<file path="config.mk">
export PLATFORM = sky130hd
export DESIGN_NAME = constrained_permutation_enumerator
export DESIGN_NICKNAME = d
export VERILOG_FILES = /design/src/hdl/cpe_pkg.sv /design/src/hdl/cpe_ram.sv /design/src/hdl/cpe_datapath.sv /design/src/hdl/cpe_ctrl.sv /design/src/hdl/constrained_permutation_enumerator.sv
export SDC_FILE = /design/constraint.sdc
export NUM_CORES = 2
export LEC_CHECK = 0
export ABC_CLOCK_PERIOD_IN_PS = 5910
export BUFFER_PORTS_ARGS = -buffer_cell sky130_fd_sc_hd__buf_2
export CORE_ASPECT_RATIO = 1.25
export CORE_MARGIN = 1
export CORE_UTILIZATION = 35
export CTS_BUF_LIST = sky130_fd_sc_hd__clkbuf_4
export CTS_CLUSTER_DIAMETER = 60
export DETAILED_ROUTE_END_ITERATION = 12
export SYNTH_ARGS = -nofsm -noshare
export SYNTH_HDL_FRONTEND = slang
export SYNTH_SLANG_ARGS = --single-unit
</file>
<file path="constraint.sdc">
create_clock -name clk -period 5.91 [get_ports clk]
set_clock_uncertainty 0.1 [all_clocks]
set_input_delay 0.2955 -clock clk [delete_from_list [all_inputs] [get_ports clk]]
set_output_delay 0.2955 -clock clk [all_outputs]
set_load 0.02 [all_outputs]
</file>
<file path="src/hdl/cpe_pkg.sv">
// Package: shared constants, codes and controller/datapath interface types.
`timescale 1ns / 1ps
package cpe_pkg;

  localparam int NPOS   = 8;                // positions held
  localparam int NSLOT  = 16;               // digit codes 0..15
  localparam int POS_W  = 3;
  localparam int DIG_W  = 4;
  localparam int CNT_W  = 4;                // holds 0..NPOS
  localparam int LINK_DEPTH = NPOS * NSLOT;

  typedef enum logic [1:0] {
    CMD_FORBID = 2'd0,
    CMD_LINK   = 2'd1,
    CMD_FIRST  = 2'd2,
    CMD_NEXT   = 2'd3
  } cmd_t;

  typedef enum logic [1:0] {
    CFG_NPOS  = 2'd0,
    CFG_RANGE = 2'd1,
    CFG_DIAG  = 2'd2,
    CFG_LINKS = 2'd3
  } cfg_idx_t;

  typedef enum logic [1:0] {
    NF_ARR   = 2'd0,
    NF_ZERO  = 2'd1,
    NF_TRIED = 2'd2
  } nf_src_t;

  typedef struct packed {
    logic    forbid;
    logic    link_wr;
    logic    init_fill;
    logic    init_adv;
    logic    ap_dec;
    logic    load_d;
    nf_src_t nf_src;
    logic    set_start;
    logic    fill_begin;
    logic    place;
    logic    back;
    logic    mark;
    logic    mark_val;
    logic    p_inc;
    logic    walk_apply;
    logic    walk_step;
    logic    out_load;
    logic    out_found;
  } dp_cmd_t;

  typedef struct packed {
    logic started;
    logic links_en;
    logic ap_zero;
    logic d_zero;
    logic d_first_zero;
    logic p_at_n;
    logic p_at_start;
    logic t_zero;
    logic walk_last;
    logic out_free;
    logic emit_last;
  } dp_stat_t;

endpackage

</file>
<file path="src/hdl/cpe_ram.sv">
// Generic single-write, single-read RAM with registered read data.
`timescale 1ns / 1ps
module cpe_ram #(
  parameter int WIDTH = 4,
  parameter int DEPTH = 128
) (
  input  logic                     clk,
  input  logic                     we,
  input  logic [$clog2(DEPTH)-1:0] waddr,
  input  logic [WIDTH-1:0]         wdata,
  input  logic                     re,
  input  logic [$clog2(DEPTH)-1:0] raddr,
  output logic [WIDTH-1:0]         rdata
);

  logic [WIDTH-1:0] mem [DEPTH];

  always_ff @(posedge clk) begin
    if (we) begin
      mem[waddr] <= wdata;
    end
    if (re) begin
      rdata <= mem[raddr];
    end
  end

endmodule

</file>
<file path="src/hdl/cpe_datapath.sv">
// Datapath: configuration, marks, arrangement, link walk, link RAM and output word register.
`timescale 1ns / 1ps
module cpe_datapath import cpe_pkg::*; (
  input  logic             clk,
  input  logic             rst_n,
  input  logic             cfg_we,
  input  logic [1:0]       cfg_index,
  input  logic [3:0]       cfg_data,
  input  logic [POS_W-1:0] in_position,
  input  logic [DIG_W-1:0] in_digit,
  input  logic [DIG_W-1:0] in_link_target,
  input  dp_cmd_t          cmd,
  output dp_stat_t         stat,
  output logic             out_valid,
  input  logic             out_stall,
  output logic             out_found,
  output logic [POS_W-1:0] out_slot_index,
  output logic [DIG_W-1:0] out_slot_digit,
  output logic             out_last
);

  localparam logic [NSLOT-1:0] AV_INIT = ~NSLOT'(1);

  logic [CNT_W-1:0] npos_r;
  logic [DIG_W-1:0] range_r;
  logic             diag_r, links_r;

  logic [DIG_W-1:0] arr_r   [NPOS];
  logic [DIG_W-1:0] tried_r [NPOS];
  logic [NSLOT-1:0] avail_r [NPOS];
  logic [NSLOT-1:0] forb_r  [NPOS];
  logic [NSLOT-1:0] linkav_r[NPOS];
  logic             started_r;
  logic [CNT_W-1:0] p_r, ap_r;
  logic [POS_W-1:0] start_r, walk_i_r, e_r;
  logic [DIG_W-1:0] d_r, walk_nx_r;
  logic             walk_val_r;

  logic             out_valid_r, out_found_r, out_last_r;
  logic [POS_W-1:0] out_slot_r;
  logic [DIG_W-1:0] out_digit_r;

  logic [CNT_W-1:0] n, n_nxt, npos_nxt;
  logic [DIG_W-1:0] range_nxt;
  logic             diag_nxt, links_nxt;
  logic [DIG_W-1:0] init_arr  [NPOS];
  logic [NSLOT-1:0] init_avail[NPOS];

  logic [POS_W-1:0] p_idx, k;
  logic [DIG_W-1:0] nf_from, nf, d_first, mk_dig;
  logic [DIG_W-1:0] ram_rdata;
  logic             ram_we;
  logic [POS_W+DIG_W-1:0] ram_waddr, ram_raddr;

  function automatic logic [CNT_W-1:0] sat_n(input logic [CNT_W-1:0] v);
    if (v == '0) begin
      return CNT_W'(1);
    end else if (v > CNT_W'(NPOS)) begin
      return CNT_W'(NPOS);
    end
    return v;
  endfunction

  // lowest free digit above 'from', up to the digit range
  function automatic logic [DIG_W-1:0] next_free(input logic [NSLOT-1:0] av,
                                                 input logic [NSLOT-1:0] lk,
                                                 input logic             len,
                                                 input logic [DIG_W-1:0] top,
                                                 input logic [DIG_W-1:0] from);
    logic [NSLOT-1:0] ok;
    logic [DIG_W-1:0] res;
    ok  = av & (len ? lk : '1);
    res = '0;
    for (int d = NSLOT - 1; d >= 1; d--) begin
      if (ok[d] && (DIG_W'(d) > from) && (DIG_W'(d) <= top)) begin
        res = DIG_W'(d);
      end
    end
    return res;
  endfunction

  always_comb begin
    npos_nxt  = (cfg_we && cfg_index == CFG_NPOS)  ? cfg_data : npos_r;
    range_nxt = (cfg_we && cfg_index == CFG_RANGE) ? cfg_data : range_r;
    diag_nxt  = (cfg_we && cfg_index == CFG_DIAG)  ? cfg_data[0] : diag_r;
    links_nxt = (cfg_we && cfg_index == CFG_LINKS) ? cfg_data[0] : links_r;
    n_nxt     = sat_n(npos_nxt);
    for (int j = 0; j < NPOS; j++) begin
      if (diag_nxt && (CNT_W'(j) < n_nxt)) begin
        // digits 1..j+1 are taken at position j
        init_arr[j]   = DIG_W'(j + 1);
        init_avail[j] = AV_INIT
                        & ~(NSLOT'(((NSLOT + 1)'(1) << (j + 2)) - (NSLOT + 1)'(1)));
      end else begin
        init_arr[j]   = '0;
        init_avail[j] = AV_INIT;
      end
    end
  end

  assign n       = sat_n(npos_r);
  assign p_idx   = p_r[POS_W-1:0];
  assign k       = p_idx - start_r;
  assign mk_dig  = arr_r[p_idx];

  always_comb begin
    case (cmd.nf_src)
      NF_ARR:   nf_from = arr_r[p_idx];
      NF_ZERO:  nf_from = '0;
      NF_TRIED: nf_from = tried_r[k];
      default:  nf_from = '0;
    endcase
  end

  assign nf      = next_free(avail_r[p_idx], linkav_r[p_idx], links_r, range_r, nf_from);
  assign d_first = (d_r != '0) ? d_r : nf;

  assign ram_we    = cmd.link_wr;
  assign ram_waddr = {in_position, in_digit - DIG_W'(1)};
  assign ram_raddr = {walk_i_r, walk_nx_r - DIG_W'(1)};

  cpe_ram #(
    .WIDTH (DIG_W),
    .DEPTH (LINK_DEPTH)
  ) u_link_ram (
    .clk   (clk),
    .we    (ram_we),
    .waddr (ram_waddr),
    .wdata (in_link_target),
    .re    (cmd.walk_apply),
    .raddr (ram_raddr),
    .rdata (ram_rdata)
  );

  always_ff @(posedge clk) begin
    if (!rst_n) begin
      npos_r    <= CNT_W'(NPOS);
      range_r   <= DIG_W'(8);
      diag_r    <= 1'b0;
      links_r   <= 1'b0;
      started_r <= 1'b0;
      p_r       <= '0;
      ap_r      <= '0;
      start_r   <= '0;
      d_r       <= '0;
      for (int j = 0; j < NPOS; j++) begin
        arr_r[j]    <= '0;
        tried_r[j]  <= '0;
        avail_r[j]  <= AV_INIT;
        forb_r[j]   <= '0;
        linkav_r[j] <= '1;
      end
    end else if (cfg_we) begin
      npos_r    <= npos_nxt;
      range_r   <= range_nxt;
      diag_r    <= diag_nxt;
      links_r   <= links_nxt;
      started_r <= diag_nxt;
      for (int j = 0; j < NPOS; j++) begin
        arr_r[j]    <= init_arr[j];
        tried_r[j]  <= '0;
        avail_r[j]  <= init_avail[j];
        forb_r[j]   <= '0;
        linkav_r[j] <= '1;
      end
    end else begin
      if (cmd.forbid) begin
        forb_r[in_position][in_digit]  <= 1'b1;
        avail_r[in_position][in_digit] <= 1'b0;
      end
      if (cmd.init_fill) begin
        started_r <= 1'b1;
        p_r       <= '0;
        start_r   <= '0;
        d_r       <= '0;
      end
      if (cmd.init_adv) begin
        ap_r <= n;
      end
      if (cmd.ap_dec) begin
        ap_r <= ap_r - CNT_W'(1);
        p_r  <= ap_r - CNT_W'(1);
      end
      if (cmd.load_d) begin
        d_r <= nf;
      end
      if (cmd.set_start) begin
        start_r <= p_idx;
      end
      if (cmd.fill_begin) begin
        for (int j = 0; j < NPOS; j++) begin
          tried_r[j] <= (j == 0) ? d_first : '0;
        end
        arr_r[p_idx] <= d_first;
        d_r          <= d_first;
      end
      if (cmd.place) begin
        tried_r[k]   <= d_r;
        arr_r[p_idx] <= d_r;
      end
      if (cmd.back) begin
        tried_r[k] <= '0;
        p_r        <= p_r - CNT_W'(1);
      end
      if (cmd.p_inc) begin
        p_r <= p_r + CNT_W'(1);
      end
      // plain availability: same digit at this and every later position below n, unless forbidden there
      if (cmd.mark) begin
        for (int j = 0; j < NPOS; j++) begin
          if ((POS_W'(j) >= p_idx) && (CNT_W'(j) < n) && !forb_r[j][mk_dig]) begin
            avail_r[j][mk_dig] <= cmd.mark_val;
          end
        end
      end
      if (cmd.walk_apply && !forb_r[walk_i_r][walk_nx_r]) begin
        linkav_r[walk_i_r][walk_nx_r] <= walk_val_r;
      end
    end
  end

  // link chain walk, one position per visit
  always_ff @(posedge clk) begin
    if (cmd.mark) begin
      walk_i_r   <= p_idx;
      walk_nx_r  <= mk_dig;
      walk_val_r <= cmd.mark_val;
    end else if (cmd.walk_step) begin
      walk_i_r  <= walk_i_r + POS_W'(1);
      walk_nx_r <= ram_rdata + DIG_W'(1);
    end
  end

  always_ff @(posedge clk) begin
    if (!rst_n) begin
      out_valid_r <= 1'b0;
      e_r         <= '0;
    end else if (cmd.out_load) begin
      out_valid_r <= 1'b1;
      if (cmd.out_found) begin
        e_r <= stat.emit_last ? '0 : e_r + POS_W'(1);
      end else begin
        e_r <= '0;
      end
    end else if (!out_stall) begin
      out_valid_r <= 1'b0;
    end
  end

  always_ff @(posedge clk) begin
    if (cmd.out_load) begin
      out_found_r <= cmd.out_found;
      out_slot_r  <= cmd.out_found ? e_r : '0;
      out_digit_r <= cmd.out_found ? arr_r[e_r] : '0;
      out_last_r  <= cmd.out_found ? stat.emit_last : 1'b1;
    end
  end

  assign stat.started      = started_r;
  assign stat.links_en     = links_r;
  assign stat.ap_zero      = (ap_r == '0);
  assign stat.d_zero       = (d_r == '0);
  assign stat.d_first_zero = (d_first == '0);
  assign stat.p_at_n       = (p_r == n);
  assign stat.p_at_start   = (p_idx == start_r);
  assign stat.t_zero       = (tried_r[k] == '0);
  assign stat.walk_last    = ({1'b0, walk_i_r} + CNT_W'(1) == n);
  assign stat.out_free     = !out_valid_r || !out_stall;
  assign stat.emit_last    = ({1'b0, e_r} + CNT_W'(1) == n);

  assign out_valid      = out_valid_r;
  assign out_found      = out_found_r;
  assign out_slot_index = out_slot_r;
  assign out_slot_digit = out_digit_r;
  assign out_last       = out_last_r;

endmodule

</file>
<file path="src/hdl/cpe_ctrl.sv">
// Controller: backtracking search sequencer, mark walk sequencing and word emission.
`timescale 1ns / 1ps
module cpe_ctrl import cpe_pkg::*; (
  input  logic     clk,
  input  logic     rst_n,
  input  logic     in_valid,
  output logic     in_stall,
  input  logic [1:0] in_command,
  input  dp_stat_t stat,
  output dp_cmd_t  cmd
);

  typedef enum logic [11:0] {
    S_IDLE        = 12'b0000_0000_0001,
    S_ADV_CHECK   = 12'b0000_0000_0010,
    S_ADV_FREE    = 12'b0000_0000_0100,
    S_ADV_TRY     = 12'b0000_0000_1000,
    S_FILL_BEGIN  = 12'b0000_0001_0000,
    S_PLACE       = 12'b0000_0010_0000,
    S_FILL_LOOP   = 12'b0000_0100_0000,
    S_FILL_DECIDE = 12'b0000_1000_0000,
    S_WALK_APPLY  = 12'b0001_0000_0000,
    S_WALK_READ   = 12'b0010_0000_0000,
    S_EMIT        = 12'b0100_0000_0000,
    S_FAIL        = 12'b1000_0000_0000
  } state_t;

  state_t state_r, state_nxt, ret_r, ret_nxt;
  logic   adv_mode_r, adv_mode_nxt;

  assign in_stall = (state_r != S_IDLE);

  always_comb begin
    state_nxt    = state_r;
    ret_nxt      = ret_r;
    adv_mode_nxt = adv_mode_r;
    cmd          = '0;
    cmd.nf_src   = NF_ARR;
    case (state_r)
      S_IDLE: begin
        if (in_valid) begin
          case (cmd_t'(in_command))
            CMD_FORBID: cmd.forbid  = 1'b1;
            CMD_LINK:   cmd.link_wr = 1'b1;
            CMD_FIRST: begin
              if (stat.started) begin
                state_nxt = S_FAIL;
              end else begin
                cmd.init_fill = 1'b1;
                adv_mode_nxt  = 1'b0;
                state_nxt     = S_FILL_BEGIN;
              end
            end
            CMD_NEXT: begin
              if (!stat.started) begin
                state_nxt = S_FAIL;
              end else begin
                cmd.init_adv = 1'b1;
                adv_mode_nxt = 1'b1;
                state_nxt    = S_ADV_CHECK;
              end
            end
            default: state_nxt = S_IDLE;
          endcase
        end
      end
      S_ADV_CHECK: begin
        if (stat.ap_zero) begin
          state_nxt = S_FAIL;
        end else begin
          cmd.ap_dec = 1'b1;
          state_nxt  = S_ADV_FREE;
        end
      end
      S_ADV_FREE: begin
        // search above the held digit, then release it
        cmd.nf_src   = NF_ARR;
        cmd.load_d   = 1'b1;
        cmd.mark     = 1'b1;
        cmd.mark_val = 1'b1;
        ret_nxt      = S_ADV_TRY;
        state_nxt    = stat.links_en ? S_WALK_APPLY : S_ADV_TRY;
      end
      S_ADV_TRY: begin
        if (stat.d_zero) begin
          state_nxt = S_ADV_CHECK;
        end else begin
          cmd.set_start = 1'b1;
          state_nxt     = S_FILL_BEGIN;
        end
      end
      S_FILL_BEGIN: begin
        cmd.nf_src = NF_ZERO;
        if (stat.d_first_zero) begin
          state_nxt = adv_mode_r ? S_ADV_CHECK : S_FAIL;
        end else begin
          cmd.fill_begin = 1'b1;
          state_nxt      = S_PLACE;
        end
      end
      S_PLACE: begin
        cmd.mark  = 1'b1;
        cmd.p_inc = 1'b1;
        ret_nxt   = S_FILL_LOOP;
        state_nxt = stat.links_en ? S_WALK_APPLY : S_FILL_LOOP;
      end
      S_FILL_LOOP: begin
        if (stat.p_at_n) begin
          state_nxt = S_EMIT;
        end else begin
          cmd.nf_src = NF_TRIED;
          cmd.load_d = 1'b1;
          if (!stat.t_zero) begin
            cmd.mark     = 1'b1;
            cmd.mark_val = 1'b1;
            ret_nxt      = S_FILL_DECIDE;
            state_nxt    = stat.links_en ? S_WALK_APPLY : S_FILL_DECIDE;
          end else begin
            state_nxt = S_FILL_DECIDE;
          end
        end
      end
      S_FILL_DECIDE: begin
        if (stat.d_zero) begin
          if (stat.p_at_start) begin
            state_nxt = adv_mode_r ? S_ADV_CHECK : S_FAIL;
          end else begin
            cmd.back  = 1'b1;
            state_nxt = S_FILL_LOOP;
          end
        end else begin
          cmd.place = 1'b1;
          state_nxt = S_PLACE;
        end
      end
      S_WALK_APPLY: begin
        cmd.walk_apply = 1'b1;
        state_nxt      = stat.walk_last ? ret_r : S_WALK_READ;
      end
      S_WALK_READ: begin
        cmd.walk_step = 1'b1;
        state_nxt     = S_WALK_APPLY;
      end
      S_EMIT: begin
        if (stat.out_free) begin
          cmd.out_load  = 1'b1;
          cmd.out_found = 1'b1;
          if (stat.emit_last) begin
            state_nxt = S_IDLE;
          end
        end
      end
      S_FAIL: begin
        if (stat.out_free) begin
          cmd.out_load = 1'b1;
          state_nxt    = S_IDLE;
        end
      end
      default: state_nxt = S_IDLE;
    endcase
  end

  always_ff @(posedge clk) begin
    if (!rst_n) begin
      state_r    <= S_IDLE;
      ret_r      <= S_IDLE;
      adv_mode_r <= 1'b0;
    end else begin
      state_r    <= state_nxt;
      ret_r      <= ret_nxt;
      adv_mode_r <= adv_mode_nxt;
    end
  end

endmodule

</file>
<file path="src/hdl/constrained_permutation_enumerator.sv">
// Top level: backtracking enumerator of digit arrangements with forbid masks and link chains.
`timescale 1ns / 1ps
// Forbid and link-load words are taken in the idle state without stalling. A first-filling or next command
// runs a backtracking search whose length depends on the data: placing a digit passes through
// test, decide and place, releasing a digit and stepping back passes through test and decide, and an
// advance passes through check, free and try for each position it reopens. With the link chain enabled,
// every mark or release from position p also walks the chain to the last position, alternating
// a table update with one link RAM read per step. Each result word is loaded into the output register and
// held there while the output is stalled; a not-found result is one word.
// The input is stalled from acceptance until the last result word is loaded.
module constrained_permutation_enumerator import cpe_pkg::*; (
  input  logic             clk,
  input  logic             rst_n,
  input  logic             cfg_we,
  input  logic [1:0]       cfg_index,
  input  logic [3:0]       cfg_data,
  input  logic             in_valid,
  output logic             in_stall,
  input  logic [1:0]       in_command,
  input  logic [POS_W-1:0] in_position,
  input  logic [DIG_W-1:0] in_digit,
  input  logic [DIG_W-1:0] in_link_target,
  output logic             out_valid,
  input  logic             out_stall,
  output logic             out_found,
  output logic [POS_W-1:0] out_slot_index,
  output logic [DIG_W-1:0] out_slot_digit,
  output logic             out_last
);

  dp_cmd_t  cmd;
  dp_stat_t stat;

  cpe_ctrl u_ctrl (
    .clk        (clk),
    .rst_n      (rst_n),
    .in_valid   (in_valid),
    .in_stall   (in_stall),
    .in_command (in_command),
    .stat       (stat),
    .cmd        (cmd)
  );

  cpe_datapath u_dp (
    .clk            (clk),
    .rst_n          (rst_n),
    .cfg_we         (cfg_we),
    .cfg_index      (cfg_index),
    .cfg_data       (cfg_data),
    .in_position    (in_position),
    .in_digit       (in_digit),
    .in_link_target (in_link_target),
    .cmd            (cmd),
    .stat           (stat),
    .out_valid      (out_valid),
    .out_stall      (out_stall),
    .out_found      (out_found),
    .out_slot_index (out_slot_index),
    .out_slot_digit (out_slot_digit),
    .out_last       (out_last)
  );

endmodule

</file>
==> flow_summary.json <==
{
  "ys_ff_latch": 1018,
  "timing.final.setup_violations": 0,
  "mapped_cell_area_um2": 47200,
  "status": "finished, final reports clean",
  "signal_arrival_time_at_the_worst_endpoint_ns": 6.03,
  "ctsHtreeMaxLevel": 5,
  "sequential_share_of_the_synthesized_area_pct": 58.3,
  "tritoncts_num_sinks": 1018,
  "num_vias": 33600,
  "power-per-cell-area_nw_per_um2": 281,
  "first_global_vias": 33900,
  "detailed_place_hpwl_um": 92200,
  "clockRootBuffer": "sky130_fd_sc_hd__clkbuf_4",
  "ys_types": 103,
  "slew_violations": 0,
  "rsz0062_at_grt": "false",
  "cp_max_fo": 17,
  "tritoncts": "built",
  "drv_cap": 0,
  "multi_input_comb_area_um2": 18500,
  "fin_crit_sh_pct": 90.0,
  "syn-mean-instance-area_um2": 12.6,
  "grt_first_pass_wirelength_um": 213000,
  "share_seq_of_total_power_pct": 51.7,
  "insertion_delay_ns": 1.22,
  "placement.io_buffers": 34,
  "post_drt_via_cell_ratio": 5.71,
  "power.switching_fraction_pct": 24.8,
  "timing.max_slew.rel_slack_pct": 8.56,
  "pwr-share-comb_pct": 7.2,
  "shortest_period_the_worst_path_allows_ns": 5.32,
  "fmax_mhz": 188,
  "place_congestion": 0.930,
  "cell_internal_pwr_mw": 11.2,
  "floorplan.die.width_um": 331,
  "postSynth.topFlopCell": "sky130_fd_sc_hd__edfxtp_1",
  "synth-edff-count": 717,
  "synth-async-reset-ratio_pct": 0,
  "yosys_warnings": 0,
  "routed_wl_um": 142000,
  "grt_start_max_net_pins": 124,
  "layout.area.seq_um2": 27600,
  "path_clk_slew_ns": 0.06,
  "tritoncts.num_buffers": 285,
  "wire_per_inst_um": 24.1,
  "netlist_instances": 3759,
  "final_area_um2": 53300,
  "holdCritPathClass": "primary input to flip-flop",
  "filler_cell_count_in_the_final_layout": 12800,
  "finalNetCount": 3993,
  "dieHeight_um": 413,
  "ios": 35,
  "start_util_pct": 35.3,
  "grt_antenna_before_repair": 6,
  "final_layout_size_suffix_gt1_share_pct": 21.5,
  "layout-area-overhead-vs-synth_pct": 12.8,
  "dr.pass1.iters": 8,
  "finalHoldViolations": 0,
  "syn_nets": 3806,
  "share_clk_of_total_power_pct": 41.2,
  "floorplan.core_area_um2": 134000,
  "die_area_um2": 136000,
  "switching_power_of_the_nets_mw": 3.72,
  "worst_slew_pin_slew_ns": 1.37,
  "crit_path_end_kind": "flip-flop",
  "row_count": 150,
  "drt_iter0_drc": 3067,
  "timing.critical_path.from_type": "flip-flop",
  "route.detailed.drc": 0,
  "vdd.ir_drop.worst_uv": 164,
  "globalRouteTotalUtil_pct": 20.8,
  "post_cts_resized": 0,
  "antenna_violating_nets_post_route": 0,
  "post_dp_cell_area_um2": 49400,
  "grt_remaining_overflow": 0,
  "cts-root-to-sink-buffers": 4,
  "critical_path_class": "flip-flop to flip-flop",
  "setup-tns-final_ns": 0,
  "crit_required_ns": 6.63,
  "timing.hold.ws_ns": 0.151,
  "cellLeakagePower_nw": 17.2
}
cells in the final DEF (no fill, tap or decap), types with 9 or more instances in the layout:
| cell type | instances |
|---|---|
| sky130_fd_sc_hd__edfxtp_1 | 717 |
| sky130_fd_sc_hd__nand2_1 | 422 |
| sky130_fd_sc_hd__nor2_1 | 410 |
| sky130_fd_sc_hd__clkbuf_4 | 407 |
| sky130_fd_sc_hd__dfxtp_1 | 297 |
| sky130_fd_sc_hd__mux4_2 | 251 |
| sky130_fd_sc_hd__o21ai_0 | 225 |
| sky130_fd_sc_hd__a211oi_1 | 183 |
| sky130_fd_sc_hd__buf_4 | 87 |
| sky130_fd_sc_hd__a21o_1 | 86 |
| sky130_fd_sc_hd__mux2i_1 | 83 |
| sky130_fd_sc_hd__a21oi_1 | 81 |
| sky130_fd_sc_hd__and2_1 | 72 |
| sky130_fd_sc_hd__a311oi_1 | 69 |
| sky130_fd_sc_hd__nand3_1 | 61 |
| sky130_fd_sc_hd__nor3_1 | 54 |
| sky130_fd_sc_hd__dlygate4sd3_1 | 54 |
| sky130_fd_sc_hd__clkinv_1 | 47 |
| sky130_fd_sc_hd__nor2b_1 | 39 |
| sky130_fd_sc_hd__inv_1 | 32 |
| sky130_fd_sc_hd__a22oi_1 | 30 |
| sky130_fd_sc_hd__buf_2 | 30 |
| sky130_fd_sc_hd__a31oi_1 | 24 |
| sky130_fd_sc_hd__ha_1 | 21 |
| sky130_fd_sc_hd__nand2b_1 | 19 |
| sky130_fd_sc_hd__o211ai_1 | 17 |
| sky130_fd_sc_hd__nand4_1 | 16 |
| sky130_fd_sc_hd__or3_1 | 15 |
| sky130_fd_sc_hd__nand3b_1 | 14 |
| sky130_fd_sc_hd__o221ai_1 | 14 |
| sky130_fd_sc_hd__o31ai_1 | 11 |
| sky130_fd_sc_hd__xor2_1 | 10 |
| sky130_fd_sc_hd__mux2_2 | 10 |
| sky130_fd_sc_hd__a221oi_1 | 10 |
| sky130_fd_sc_hd__buf_12 | 9 |
sequential cells by signal (all words and copies together) (netlist names), 4 cells and up, named ones only:
register / count
u_dp.u_link_ram.mem: 512
u_dp.avail_r: 120
u_dp.out_slot_digit: 4
u_dp.range_r: 4
u_dp.p_r: 4
u_dp.arr_r: 32
u_dp.forb_r: 128
u_dp.ap_r: 4
u_dp.walk_nx_r: 4
u_dp.tried_r: 32
u_dp.linkav_r: 120
u_dp.npos_r: 4
u_ctrl.ret_r: 4
u_dp.d_r: 4
u_ctrl.state_r: 12
u_dp.u_link_ram.rdata: 4
layout make-up:
cell class | count | share of cell area [%]
diodes | 8 | 0.0376
clock buffers | 407 | 5.73
clock inverters | 56 | 0.552
inverters | 36 | 0.254
multi-input cells | 2425 | 34.7
flip-flops and latches | 1018 | 51.7
well taps | 1748 | 4.10
repair buffers | 180 | 2.86
cells in the mapped netlist (31+ instances only):
cell type	n	share of area, %
sky130_fd_sc_hd__and2_1	72	0.95
sky130_fd_sc_hd__inv_1	32	0.25
sky130_fd_sc_hd__a21oi_1	81	0.86
sky130_fd_sc_hd__nand3_1	61	0.65
sky130_fd_sc_hd__nor2_1	416	3.3
sky130_fd_sc_hd__nand2_1	422	3.4
sky130_fd_sc_hd__mux2i_1	86	1.8
sky130_fd_sc_hd__a311oi_1	69	1.3
sky130_fd_sc_hd__a21o_1	86	1.4
sky130_fd_sc_hd__nor3_1	56	0.59
sky130_fd_sc_hd__buf_1	33	0.26
sky130_fd_sc_hd__o21ai_0	225	2.4
sky130_fd_sc_hd__dfxtp_1	301	13
sky130_fd_sc_hd__buf_2	31	0.33
sky130_fd_sc_hd__a211oi_1	184	2.9
sky130_fd_sc_hd__mux4_2	251	12
sky130_fd_sc_hd__nor2b_1	39	0.52
sky130_fd_sc_hd__edfxtp_1	717	46
sky130_fd_sc_hd__clkbuf_1	203	1.6
per-layer routing:
metal,GRT usage (%),vias up,routed length (um)
met1,25.3,16700,55000
li1,-,15000,-
met4,11.1,4,7130
met2,34.3,1525,69300
met3,4.49,354,10100
met5,0,-,24
repair_timing:
action / in CTS / in global routing
hold buffers: 55 / 0
setup buffers: 0 / 0
hold endpoints to repair: 1022 / 0
power by group through the flow:
| stage | sequential, mW | clock (mW) | combinational, mW |
|---|---|---|---|
| 3_3_place_gp | 7.89 | 0 | 0.999 |
| 4_1_cts | 7.73 | 6.32 | 1.05 |
| 3_5_place_dp | 7.89 | 0 | 1.01 |
| 6_report | 7.73 | 6.16 | 1.07 |
| 2_1_floorplan | 7.85 | 0 | 0.626 |
| 5_1_grt | 7.73 | 6.68 | 1.14 |
kinds of logic after synthesis:
family          Yosys count  synth area share [%]
compound gates          834                  12.2
xor+xnor                 23                 0.456
mux                     349                  14.1
buf+inv                 316                  2.76
fa+ha+maj                23                 0.625
simple gates           1196                  11.5
flops                  1018                  58.3
path summary, 6_finish.rpt:
| path | startpoint | endpoint | slack (ns) | cells after the start |
|---|---|---|---|---|
| setup reg to reg | u_dp.p_r[0]$_SDFFE_PN0P_ | u_dp.arr_r[4][3]$_SDFFCE_PN0P_ | 0.59 | 15 |
| hold / removal | in_command[0] | u_ctrl.adv_mode_r$_SDFFE_PN0P_ | 0.15 | 5 |
| hold reg to reg | u_ctrl.ret_r[0]$_SDFFE_PN1P_ | u_ctrl.ret_r[0]$_SDFFE_PN1P_ | 0.35 | 2 |
| setup / recovery | u_dp.p_r[0]$_SDFFE_PN0P_ | u_dp.arr_r[4][3]$_SDFFCE_PN0P_ | 0.59 | 15 |
critical path, stage by stage (launching register included):
cell and delay, ns:
sky130_fd_sc_hd__dfxtp_1 0.31, sky130_fd_sc_hd__inv_1 0.07, sky130_fd_sc_hd__ha_1 0.14, sky130_fd_sc_hd__inv_1 0.05, sky130_fd_sc_hd__fa_1 0.90, sky130_fd_sc_hd__mux4_2 0.43, sky130_fd_sc_hd__mux2_2 0.32, sky130_fd_sc_hd__o211ai_1 0.16
sky130_fd_sc_hd__o21a_1 0.21, sky130_fd_sc_hd__a211oi_1 0.05, sky130_fd_sc_hd__o32ai_1 0.58, sky130_fd_sc_hd__nor4_4 0.07, sky130_fd_sc_hd__a221oi_2 0.44, sky130_fd_sc_hd__and4bb_4 0.31, sky130_fd_sc_hd__nand3b_1 0.24, sky130_fd_sc_hd__o31ai_1 0.60
per-stage QoR:
stage	power (mW)	instances	worst slack [ns]	utilization (%)
after floorplan	8.47	3759	0.829	-
after global placement	8.88	5352	0.748	36.9
after detailed placement	8.90	5352	0.624	36.9
after CTS	15.1	5870	0.639	39.8
after global routing	15.5	5876	0.386	39.8
final	15.0	5878	0.593	39.8
Note: power is estimated with default switching activity, not from simulation.
